**src/design/ntbd_pkg.sv**
```systemverilog
// package: shared types and constants for the nsec type bitmap decoder
`default_nettype none
package ntbd_pkg;

    localparam int BYTE_W = 8;
    localparam int POS_W  = 5;
    localparam int BIT_W  = 3;
    localparam int TYPE_W = 16;

    typedef logic [BYTE_W-1:0] t_byte;
    typedef logic [TYPE_W-1:0] t_type_code;

    typedef enum logic [2:0] {
        ST_TYPE     = 3'd0,
        ST_DONE     = 3'd1,
        ST_SHORT    = 3'd2,
        ST_OVERLONG = 3'd3,
        ST_PAST     = 3'd4
    } t_status;

endpackage
`default_nettype wire

```
**src/design/ntbd_in_if.sv**
```systemverilog
// interface: input byte channel of the nsec type bitmap decoder
`default_nettype none
interface ntbd_in_if;
    logic               valid;
    logic               ready;
    ntbd_pkg::t_byte    data_byte;
    logic               end_of_blob;

    modport source (output valid, output data_byte, output end_of_blob, input ready);
    modport sink   (input valid, input data_byte, input end_of_blob, output ready);
endinterface
`default_nettype wire

```
**src/design/ntbd_out_if.sv**
```systemverilog
// interface: result channel of the nsec type bitmap decoder
`default_nettype none
interface ntbd_out_if;
    logic                  valid;
    logic                  ready;
    ntbd_pkg::t_type_code  type_code;
    ntbd_pkg::t_status     status;
    logic                  last_of_run;

    modport source (output valid, output type_code, output status, output last_of_run,
                    input ready);
    modport sink   (input valid, input type_code, input status, input last_of_run,
                    output ready);
endinterface
`default_nettype wire

```
**src/design/nsec_type_bitmap_decoder.sv**
```systemverilog
// top level: dnssec type bitmap decoder, one blob byte per item, one result per cycle
// the result rate holds while o_out.ready is high; an accepted item is held in the
// pending results, then loaded result by result into the single result register;
// a data byte yields one type result per set bit, an end of blob byte a status result;
// a new item is taken while the last result of the previous one is being loaded out
// reset: synchronous active low, parser returns to window phase, result queue empties
`default_nettype none
module nsec_type_bitmap_decoder #(
    parameter int MAX_WINDOW_BYTES = 32
) (
    input  wire          i_clk,
    input  wire          i_rst_n,
    ntbd_in_if.sink      i_in,
    ntbd_out_if.source   o_out
);

    localparam int LW = $clog2(MAX_WINDOW_BYTES + 1);
    localparam ntbd_pkg::t_byte LEN_MAX = ntbd_pkg::BYTE_W'(MAX_WINDOW_BYTES);

    typedef enum logic [1:0] {
        PH_WINDOW = 2'd0,
        PH_LENGTH = 2'd1,
        PH_DATA   = 2'd2,
        PH_SKIP   = 2'd3
    } t_phase;

    // parser state
    t_phase                    r_phase, n_phase;
    logic                      r_first, n_first;
    ntbd_pkg::t_byte           r_win, n_win;
    logic [LW-1:0]             r_left, n_left;
    logic [ntbd_pkg::POS_W-1:0] r_pos, n_pos;

    // pending results of one item
    logic                      r_busy;
    ntbd_pkg::t_byte           r_bmask;
    ntbd_pkg::t_byte           r_bwin;
    logic [ntbd_pkg::POS_W-1:0] r_bpos;
    logic                      r_bst_pend;
    ntbd_pkg::t_status         r_bst;

    // result register
    logic                      r_ovalid;
    ntbd_pkg::t_type_code      r_otype;
    ntbd_pkg::t_status         r_ost;
    logic                      r_olast;

    logic                      accept;
    logic                      last;
    ntbd_pkg::t_byte           b;
    ntbd_pkg::t_byte           d_mask;
    logic                      d_has_st;
    ntbd_pkg::t_status         d_st;
    logic [LW-1:0]             remaining;

    logic [ntbd_pkg::BIT_W-1:0] pick_idx;
    ntbd_pkg::t_byte           rest_mask;
    logic                      pick_is_type;
    logic                      pick_last;
    ntbd_pkg::t_type_code      pick_type;
    ntbd_pkg::t_status         pick_st;
    logic                      out_load;
    logic                      buf_free;

    assign b      = i_in.data_byte;
    assign last   = i_in.end_of_blob;
    assign accept = i_in.valid && i_in.ready;

    // parse one byte
    always_comb begin
        n_phase   = r_phase;
        n_first   = 1'b0;
        n_win     = r_win;
        n_left    = r_left;
        n_pos     = r_pos;
        d_mask    = '0;
        d_has_st  = 1'b0;
        d_st      = ntbd_pkg::ST_DONE;
        remaining = (r_left != '0) ? (r_left - LW'(1)) : '0;
        case (r_phase)
            PH_WINDOW: begin
                if (last) begin
                    d_has_st = 1'b1;
                    d_st     = r_first ? ntbd_pkg::ST_SHORT : ntbd_pkg::ST_DONE;
                end else begin
                    n_win   = b;
                    n_phase = PH_LENGTH;
                end
            end
            PH_LENGTH: begin
                if (r_win == '0 && b == '0) begin
                    if (last) begin
                        d_has_st = 1'b1;
                        d_st     = ntbd_pkg::ST_DONE;
                    end else begin
                        n_win   = ntbd_pkg::BYTE_W'(ntbd_pkg::ST_DONE);
                        n_phase = PH_SKIP;
                    end
                end else if (b > LEN_MAX) begin
                    if (last) begin
                        d_has_st = 1'b1;
                        d_st     = ntbd_pkg::ST_OVERLONG;
                    end else begin
                        n_win   = ntbd_pkg::BYTE_W'(ntbd_pkg::ST_OVERLONG);
                        n_phase = PH_SKIP;
                    end
                end else if (b == '0) begin
                    if (last) begin
                        d_has_st = 1'b1;
                        d_st     = ntbd_pkg::ST_DONE;
                    end else begin
                        n_phase = PH_WINDOW;
                    end
                end else begin
                    if (last) begin
                        d_has_st = 1'b1;
                        d_st     = ntbd_pkg::ST_PAST;
                    end else begin
                        n_left  = b[LW-1:0];
                        n_pos   = '0;
                        n_phase = PH_DATA;
                    end
                end
            end
            PH_DATA: begin
                if (last && remaining != '0) begin
                    d_has_st = 1'b1;
                    d_st     = ntbd_pkg::ST_PAST;
                end else begin
                    d_mask = b;
                    n_left = remaining;
                    n_pos  = r_pos + ntbd_pkg::POS_W'(1);
                    if (last) begin
                        d_has_st = 1'b1;
                        d_st     = ntbd_pkg::ST_DONE;
                    end else if (remaining == '0) begin
                        n_phase = PH_WINDOW;
                    end
                end
            end
            PH_SKIP: begin
                if (last) begin
                    d_has_st = 1'b1;
                    d_st     = ntbd_pkg::t_status'(r_win[2:0]);
                end
            end
            default: begin
                n_phase = PH_WINDOW;
            end
        endcase
        // end of blob returns everything to reset values
        if (last) begin
            n_phase = PH_WINDOW;
            n_first = 1'b1;
            n_win   = '0;
            n_left  = '0;
            n_pos   = '0;
        end
    end

    // pick the next result, most significant bit first
    always_comb begin
        pick_idx = '0;
        for (int k = 0; k < ntbd_pkg::BYTE_W; k++) begin
            if (r_bmask[k]) begin
                pick_idx = ntbd_pkg::BIT_W'(ntbd_pkg::BYTE_W - 1 - k);
            end
        end
        pick_is_type = (r_bmask != '0);
        rest_mask    = r_bmask & ~(ntbd_pkg::t_byte'(8'h80) >> pick_idx);
        if (pick_is_type) begin
            pick_type = {r_bwin, r_bpos, pick_idx};
            pick_st   = ntbd_pkg::ST_TYPE;
            pick_last = (rest_mask == '0) && !r_bst_pend;
        end else begin
            pick_type = '0;
            pick_st   = r_bst;
            pick_last = 1'b1;
        end
    end

    assign out_load   = r_busy && (!r_ovalid || o_out.ready);
    assign buf_free   = !r_busy || (out_load && pick_last);
    assign i_in.ready = buf_free;

    assign o_out.valid       = r_ovalid;
    assign o_out.type_code   = r_otype;
    assign o_out.status      = r_ost;
    assign o_out.last_of_run = r_olast;

    always_ff @(posedge i_clk) begin
        if (!i_rst_n) begin
            r_phase    <= PH_WINDOW;
            r_first    <= 1'b1;
            r_win      <= '0;
            r_left     <= '0;
            r_pos      <= '0;
            r_busy     <= 1'b0;
            r_bst_pend <= 1'b0;
            r_ovalid   <= 1'b0;
        end else begin
            if (accept) begin
                r_phase <= n_phase;
                r_first <= n_first;
                r_win   <= n_win;
                r_left  <= n_left;
                r_pos   <= n_pos;
            end
            if (out_load) begin
                r_ovalid <= 1'b1;
            end else if (o_out.ready) begin
                r_ovalid <= 1'b0;
            end
            if (accept && (d_mask != '0 || d_has_st)) begin
                r_busy     <= 1'b1;
                r_bmask    <= d_mask;
                r_bwin     <= r_win;
                r_bpos     <= r_pos;
                r_bst_pend <= d_has_st;
                r_bst      <= d_st;
            end else if (out_load) begin
                r_bmask <= rest_mask;
                if (!pick_is_type) begin
                    r_bst_pend <= 1'b0;
                end
                if (pick_last) begin
                    r_busy <= 1'b0;
                end
            end
        end
        if (out_load) begin
            r_otype <= pick_type;
            r_ost   <= pick_st;
            r_olast <= pick_last;
        end
    end

    // a status result always closes the run of its item
    a_status_last: assert property (@(posedge i_clk) disable iff (!i_rst_n)
        (o_out.valid && o_out.status != ntbd_pkg::ST_TYPE) |-> o_out.last_of_run)
        else $error("status result without last_of_run");

    // status results carry a zero type code
    a_status_zero: assert property (@(posedge i_clk) disable iff (!i_rst_n)
        (o_out.valid && o_out.status != ntbd_pkg::ST_TYPE) |-> (o_out.type_code == '0))
        else $error("nonzero type code on status result");

    // end of blob restores the parser
    a_blob_reset: assert property (@(posedge i_clk) disable iff (!i_rst_n)
        (accept && last) |=> (r_first && r_phase == PH_WINDOW && r_left == '0))
        else $error("parser not reset after end of blob");

    // the queue is only refilled as its last pending result is loaded out
    a_no_overrun: assert property (@(posedge i_clk) disable iff (!i_rst_n)
        (r_busy && !out_load) |-> !i_in.ready)
        else $error("item accepted while results pending");

endmodule
`default_nettype wire

```
**src/flat_wrapper.sv**
```systemverilog
// flat-port wrapper written by rule: the top's interface ports become plain ports
module nsec_type_bitmap_decoder_flat 
#(
    parameter int MAX_WINDOW_BYTES = 32
)
  (i_clk, i_rst_n, i_in_valid, i_in_data_byte, i_in_end_of_blob, i_in_ready, o_out_valid, o_out_type_code, o_out_status, o_out_last_of_run, o_out_ready);
  ntbd_in_if i_in_i ();
  ntbd_out_if o_out_i ();
  input  wire i_clk;
  input  wire i_rst_n;
  input wire logic [$bits(i_in_i.valid)-1:0] i_in_valid;
  input wire logic [$bits(i_in_i.data_byte)-1:0] i_in_data_byte;
  input wire logic [$bits(i_in_i.end_of_blob)-1:0] i_in_end_of_blob;
  output wire logic [$bits(i_in_i.ready)-1:0] i_in_ready;
  output wire logic [$bits(o_out_i.valid)-1:0] o_out_valid;
  output wire logic [$bits(o_out_i.type_code)-1:0] o_out_type_code;
  output wire logic [$bits(o_out_i.status)-1:0] o_out_status;
  output wire logic [$bits(o_out_i.last_of_run)-1:0] o_out_last_of_run;
  input wire logic [$bits(o_out_i.ready)-1:0] o_out_ready;
  assign i_in_i.valid = i_in_valid;
  assign i_in_i.data_byte = i_in_data_byte;
  assign i_in_i.end_of_blob = i_in_end_of_blob;
  assign i_in_ready = i_in_i.ready;
  assign o_out_valid = o_out_i.valid;
  assign o_out_type_code = o_out_i.type_code;
  assign o_out_status = o_out_i.status;
  assign o_out_last_of_run = o_out_i.last_of_run;
  assign o_out_i.ready = o_out_ready;
  nsec_type_bitmap_decoder #(.MAX_WINDOW_BYTES(MAX_WINDOW_BYTES)) u_core (.i_clk(i_clk), .i_rst_n(i_rst_n), .i_in(i_in_i), .o_out(o_out_i));
endmodule
```
**config.mk**
```make
export PLATFORM = sky130hd
export DESIGN_NAME = nsec_type_bitmap_decoder_flat
export DESIGN_NICKNAME = d
export VERILOG_FILES = /design/src/design/ntbd_pkg.sv /design/src/design/ntbd_in_if.sv /design/src/design/ntbd_out_if.sv /design/src/design/nsec_type_bitmap_decoder.sv /design/src/flat_wrapper.sv
export SDC_FILE = /design/constraint.sdc
export NUM_CORES = 1
export LEC_CHECK = 0
export ABC_AREA = 1
export BUFFER_PORTS_ARGS = -buffer_cell sky130_fd_sc_hd__buf_2
export CAP_MARGIN = 30
export CORE_ASPECT_RATIO = 0.8
export CORE_MARGIN = 2
export CORE_UTILIZATION = 45
export CTS_BUF_LIST = sky130_fd_sc_hd__clkbuf_4
export DETAILED_ROUTE_END_ITERATION = 12
export SLEW_MARGIN = 20
export SYNTH_ARGS = -nofsm -noshare
export SYNTH_HDL_FRONTEND = slang
export SYNTH_SLANG_ARGS = --single-unit
```
**constraint.sdc**
```tcl
create_clock -name i_clk -period 8.35 [get_ports i_clk]
set_input_delay 1.2525 -clock i_clk [delete_from_list [all_inputs] [get_ports i_clk]]
set_output_delay 1.2525 -clock i_clk [all_outputs]
set_load 0.05 [all_outputs]
```
# == After elaboration in Yosys (flattened, before gate mapping) ==
# Cells that the tools add are included.
# classes
n_addsub,2
n_lt_le_gt_ge,1
eq_ne,10
n_shift,1
muxes,58
bitwise_logic,2
reduce_logical,36
# op_table
operator,count
2-to-1 mux 8 bit,7
2-to-1 mux 3 bit,15
2-to-1 mux 6 bit,6
2-to-1 mux 5 bit,5
logical NOT 8 bit,3
2-to-1 mux 2 bit,8
case mux 8 bit (2 select lines),1
nonzero test 8 bit,2
"!= test 3 bit, second input constant",4
case mux 3 bit (4 select lines),1
case mux 6 bit (2 select lines),1
nonzero test 6 bit,2
2-to-1 mux 1 bit,11
case mux 5 bit (2 select lines),1
AND 8 bit,1
"> comparator 8 x 6 -> 1 bit, second input constant",1
NOT 8 bit,1
AND reduction 2 bit,4
"right shift 8 x 3 -> 8 bit, first input constant",1
logical AND 1 bit,7
logical NOT 6 bit,1
case mux 2 bit (3 select lines),1
AND reduction 6 bit,1
nonzero test 2 bit,3
other kinds (16),22
# totals
regBits,69
input_bits,13
output_inout_bits,22
word_cells,125

# == Depth between registers and ports, before layout ==
# logic_depth
ltp_word,20
mapped_depth,19
mapped_depth_nobuf,18

# == Least setup slack after synthesis ==
# OpenSTA, ideal clock, no wires.
# synth_timing
path_type,input to register
startpoint,input i_in_data_byte[2]
endpoint,register u_core.r_bpos[0] (netlist bit) (enable)
setup_time_ns,0.389
arrival_time_ns,2.846
t_required_ns,7.961
path_slack_ns,5.115
path_stages,9
path_buffers,1
path_cell_list,inv_1 nand4_1 nor2_1 nand3_1 inv_1 o21ai_0 nand3_4 buf_6 nor2_1
# synth_between
elab_chain_cells,6
# synth_lines
element,line_no,text
start: declaration,flat_wrapper.sv:12,input wire logic [$bits(i_in_i.data_byte)-1:0] i_in_data_byte;
2-to-1 mux 8 bit,nsec_type_bitmap_decoder.sv:126,if (last && remaining != '0) begin
2-to-1 mux 8 bit,nsec_type_bitmap_decoder.sv:80,case (r_phase)
nonzero test 8 bit,nsec_type_bitmap_decoder.sv:214,if (accept && (d_mask != '0 || d_has_st)) begin
logical OR 1 bit,nsec_type_bitmap_decoder.sv:214,
logical AND 1 bit,nsec_type_bitmap_decoder.sv:214,
AND reduction 2 bit (no source line),--,
end signal: assignment,nsec_type_bitmap_decoder.sv:218,r_bpos <= r_pos;
end: declaration,nsec_type_bitmap_decoder.sv:38,logic [ntbd_pkg::POS_W-1:0] r_bpos;
# Every way passes these cells.
# A chain may end at the register's enable or synchronous reset.

# == Final worst setup path ==
# layout_timing
startpoint,register u_core.r_bmask[6]
endpoint,output i_in_ready
# layout_between
elab_chain_cells,10
elab_cells_between_ends,11
classes_between,shift (1); mux (3); bitwise (2); reduce/logical (5)
# layout_lines
element,line_no,text
start: declaration,nsec_type_bitmap_decoder.sv:36,ntbd_pkg::t_byte r_bmask;
start signal: assignment,nsec_type_bitmap_decoder.sv:216,r_bmask <= d_mask;
start signal: assignment,nsec_type_bitmap_decoder.sv:222,r_bmask <= rest_mask;
2-to-1 mux 3 bit (2 in a row),nsec_type_bitmap_decoder.sv:165,if (r_bmask[k]) begin
right shift 8 x 3 -> 8 bit,nsec_type_bitmap_decoder.sv:170,rest_mask = r_bmask & ~(ntbd_pkg::t_byte'(8'h80) >> pick_idx);
NOT 8 bit,nsec_type_bitmap_decoder.sv:170,
AND 8 bit,nsec_type_bitmap_decoder.sv:170,
logical NOT 8 bit,nsec_type_bitmap_decoder.sv:174,pick_last = (rest_mask == '0) && !r_bst_pend;
logical AND 1 bit,nsec_type_bitmap_decoder.sv:174,
2-to-1 mux 1 bit *,nsec_type_bitmap_decoder.sv:171,if (pick_is_type) begin
named net u_core.pick_last,nsec_type_bitmap_decoder.sv:59,logic pick_last;
logical AND 1 bit *,nsec_type_bitmap_decoder.sv:183,assign buf_free = !r_busy || (out_load && pick_last);
logical OR 1 bit *,nsec_type_bitmap_decoder.sv:183,
end: declaration,flat_wrapper.sv:14,output wire logic [$bits(i_in_i.ready)-1:0] i_in_ready;
# Mark *: on every way through the listed nets, which the timed path passes. The rest lies on a longest branch.

==> results by group <==
GRT
  – Grt total ovfl: 0
  – Overall routing resource usage: approximately 18%
  – Wire length of the first global-routing pass: about 12000 um
  – Vias in the first global route: 2609
  – Initial antenna violation count: 0
  – Maximum number of pins on one net before global-route repair: 22

Timing
  – Final cycle utilization of the critical path: a little under half
  – Setup repair after global routing missed its margin: false
  – Highest Clock Rate: between 200 and 300 MHz
  – Final max-slew violation count: 0
  – Sum of negative setup slack: 0 ns
  – Max Clock Skew: 0.0260 ns
  – Setup-violating endpoint count in the final report: 0
  – Fin. Hold Viols: 0
  – Relative max-transition margin: between 40% and 50%
  – Tmin final: roughly 3.8 ns
  – Actual transition at the worst max-transition pin: approximately 0.79 ns

Logic synthesis
  – YS warnings: 0
  – Post-synthesis sequential element count: slightly below 70
  – Fraction of registers with async set or reset after synthesis: 0%
  – Top flip-flop cell by instance count after synthesis: edfxtp_1
  – Cell Area, Synth: roughly 3500 um^2
  – Mean Syn Cell Area: 8.40 um^2
  – Number of distinct standard cells referenced by the synthesized netlist: 37
  – Net count of the mapped netlist: 440
  – Count of mapped cells out of synthesis: 420
  – Number of enable flip-flop cells after synthesis: 44
  – Post-synthesis sequential area ratio: a little over 50%

Floorplan
  – Die width: about 100 um
  – IO Pins: 35
  – Total die area: about 8600 um^2
  – Core Footprint: 7500 um^2
  – Number of rows created at floorplan: 28
  – Effective utilization at floorplan: 47.1%
  – Die extent in y: ~83 um

Detailed routing
  – Detailed Route WL: 6830 um
  – Vias per cell: just under 5
  – First-pass DRT Iterations: 4
  – Average detailed-routed wire length per instance: about 12 um
  – Via Count: roughly 2700
  – Detailed-route DRC error count: 0
  – First DRT Iteration DRCs: roughly 180
  – Number of routed nets with antenna violations: 0

Flow run
  – Max-cap violations: 0

Worst setup path
  – Startpoint-to-endpoint class of the critical path: reg2out
  – Crit path launch type: flip-flop
  – Worst EP required: slightly above 7 ns
  – Critical path capture point type: output port
  – Data arrival time of the critical path: about 2.5 ns
  – Largest fanout on the critical path: 21

CTS
  – Clk root buf: clkbuf_4
  – Post-CTS setup buffer count: 0
  – TritonCTS clock tree: built
  – Insertion delay to the later sink of the worst-skew pair: around 0.43 ns
  – Num Clock Sinks: between 60 and 70
  – Clock transition time at the flip-flop clock pins of the worst setup and hold paths: 0.12 ns
  – Depth of the CTS H-tree: 3
  – Number of gates given a new drive strength after cts: 0
  – Longest Clk Path Bufs: 2
  – Number of hold buffers added after cts: 0
  – Number of buffers added by the clock tree synthesis step: 9

Worst hold path
  – Classification of the worst-slack hold path: reg2reg

Placed design
  – GP Congestion: ~0.90
  – Cell count after placement: 547
  – Buffers on Ports: 34
  – Sum of net half-perimeters after detailed placement: around 5100 um

Final layout
  – Fraction of layout cells with a size suffix above 1: ~16%
  – Count of fill cells added during filler insertion: 750
  – Ant diodes: 0
  – Post-Layout Cell Count: 563
  – Total area of multi-input combinational cells: between 1000 and 1500 um^2
  – Highest-count cells in the layout ignoring fill and taps: 84 x nand2_1, 69 x inv_1, 56 x nor2_1
  – Area taken by flip-flops and latches: between 1500 and 2000 um^2
  – Most common cell after layout, fill and taps aside: nand2_1
  – Number of nets at the end of the flow: about 470
  – Layout overhead on the synthesized area: 10.7%

Pwr
  – Worst vdd rail ir drop: roughly 0.00010 V
  – Reported leakage power: 1.73 nW
  – Power per cell area: about 210 nW/um^2

Status
  – Status: finished clean
==> path summary, 6_finish.rpt <==
| kind | from | end | slack (ns) | cells past startpoint |
|---|---|---|---|---|
| max reg2reg | u_core.r_bmask[6] | u_core.r_bmask[0] | 5.30 | 9 |
| max | u_core.r_bmask[6] | i_in_ready | 4.59 | 8 |
| min | u_core.r_pos[4] | u_core.r_bpos[4] | 0.45 | 0 |
| min reg2reg | u_core.r_pos[4] | u_core.r_bpos[4] | 0.45 | 0 |
==> per-layer routing <==
| layer | vias up | track usage [%] | part of all wire (%) |
|---|---|---|---|
| met5 | - | 0 | 0 |
| met4 | 0 | 5.50 | 1.5 |
| met3 | 10 | 4.71 | 4.4 |
| met2 | 53 | 27.8 | 46 |
| met1 | 1220 | 23.4 | 48 |
| li1 | 1442 | - | - |
==> worst max-delay path, stage by stage (launching register included) <==
cell and delay (ns):
edfxtp_1 0.45, nor2_2 0.19, nand2_2 0.12, nor2_2 0.51, inv_2 0.12, nand2_2 0.11, nand2_2 0.06, nand2_4 0.21
buf_2 0.33
==> Yosys cell counts (3+ instances only) <==
library cell  instances  area share, %
buf_2                 3           0.43
nand3_1              22            3.1
a21oi_1              24            3.4
nand2_2               7            1.2
nand2_1              84            8.9
nand4_1              19            3.4
o21ai_0               7           0.99
clkbuf_1              3           0.32
o31ai_1               3           0.64
o22ai_1               4           0.71
nor3_1                7           0.99
o21ai_1               7           0.99
dfxtp_1              25             14
edfxtp_1             44             37
inv_1                69            7.3
nor2_1               58            6.2
ha_1                  7            2.5
==> registers in the layout, indices dropped and copies added (netlist names), 2 cells and up <==
signal                  cells
u_core.r_bpos               5
u_core.r_bwin               8
u_core.r_left               6
u_core.r_bst                3
u_core.r_pos                5
u_core.o_out.type_code     16
u_core.r_phase              2
u_core.r_bmask              8
u_core.r_win                8
u_core.o_out.status         3
==> area by class of cell <==
type / instances / share of cell area [%]
Clock buffer: 9 / 1.73
Timing Repair Buffer: 34 / 4.35
Tap cell: 105 / 3.36
Sequential cell: 69 / 46.6
Multi-Input combinational cell: 268 / 34.4
Inverter: 71 / 6.82
Clock inverter: 7 / 2.69
==> power breakdown <==
part           total, W  switching (W)  internal, W
Sequential     0.000403      0.0000132     0.000390
Combinational  0.000166       0.000118    0.0000481
Clock          0.000259       0.000133     0.000126
Total          0.000829       0.000264     0.000565
==> kinds of logic after synthesis <==
group	count (synthesis)	share of synthesized area, %
simple gates	210	27.5
flops	69	51.6
buf+inv	83	10.4
xor+xnor	1	0.248
fa+ha+maj	7	2.48
compound gates	50	7.73
==> metrics by stage <==
stage	instance area (um^2)	total power, W	worst slack, ns	util, %	hold WS, ns
6_report	3910	0.000829	4.59	52.1	0.449
5_1_grt	3910	0.000876	4.25	52.1	0.481
4_1_cts	3910	0.000837	4.22	52.1	0.452
3_5_place_dp	3730	0.000577	4.69	49.8	0.421
3_3_place_gp	3730	0.000575	4.69	49.7	0.421
2_1_floorplan	3530	0.000546	5.12	-	0.408
(Power assumes the default switching activity.)
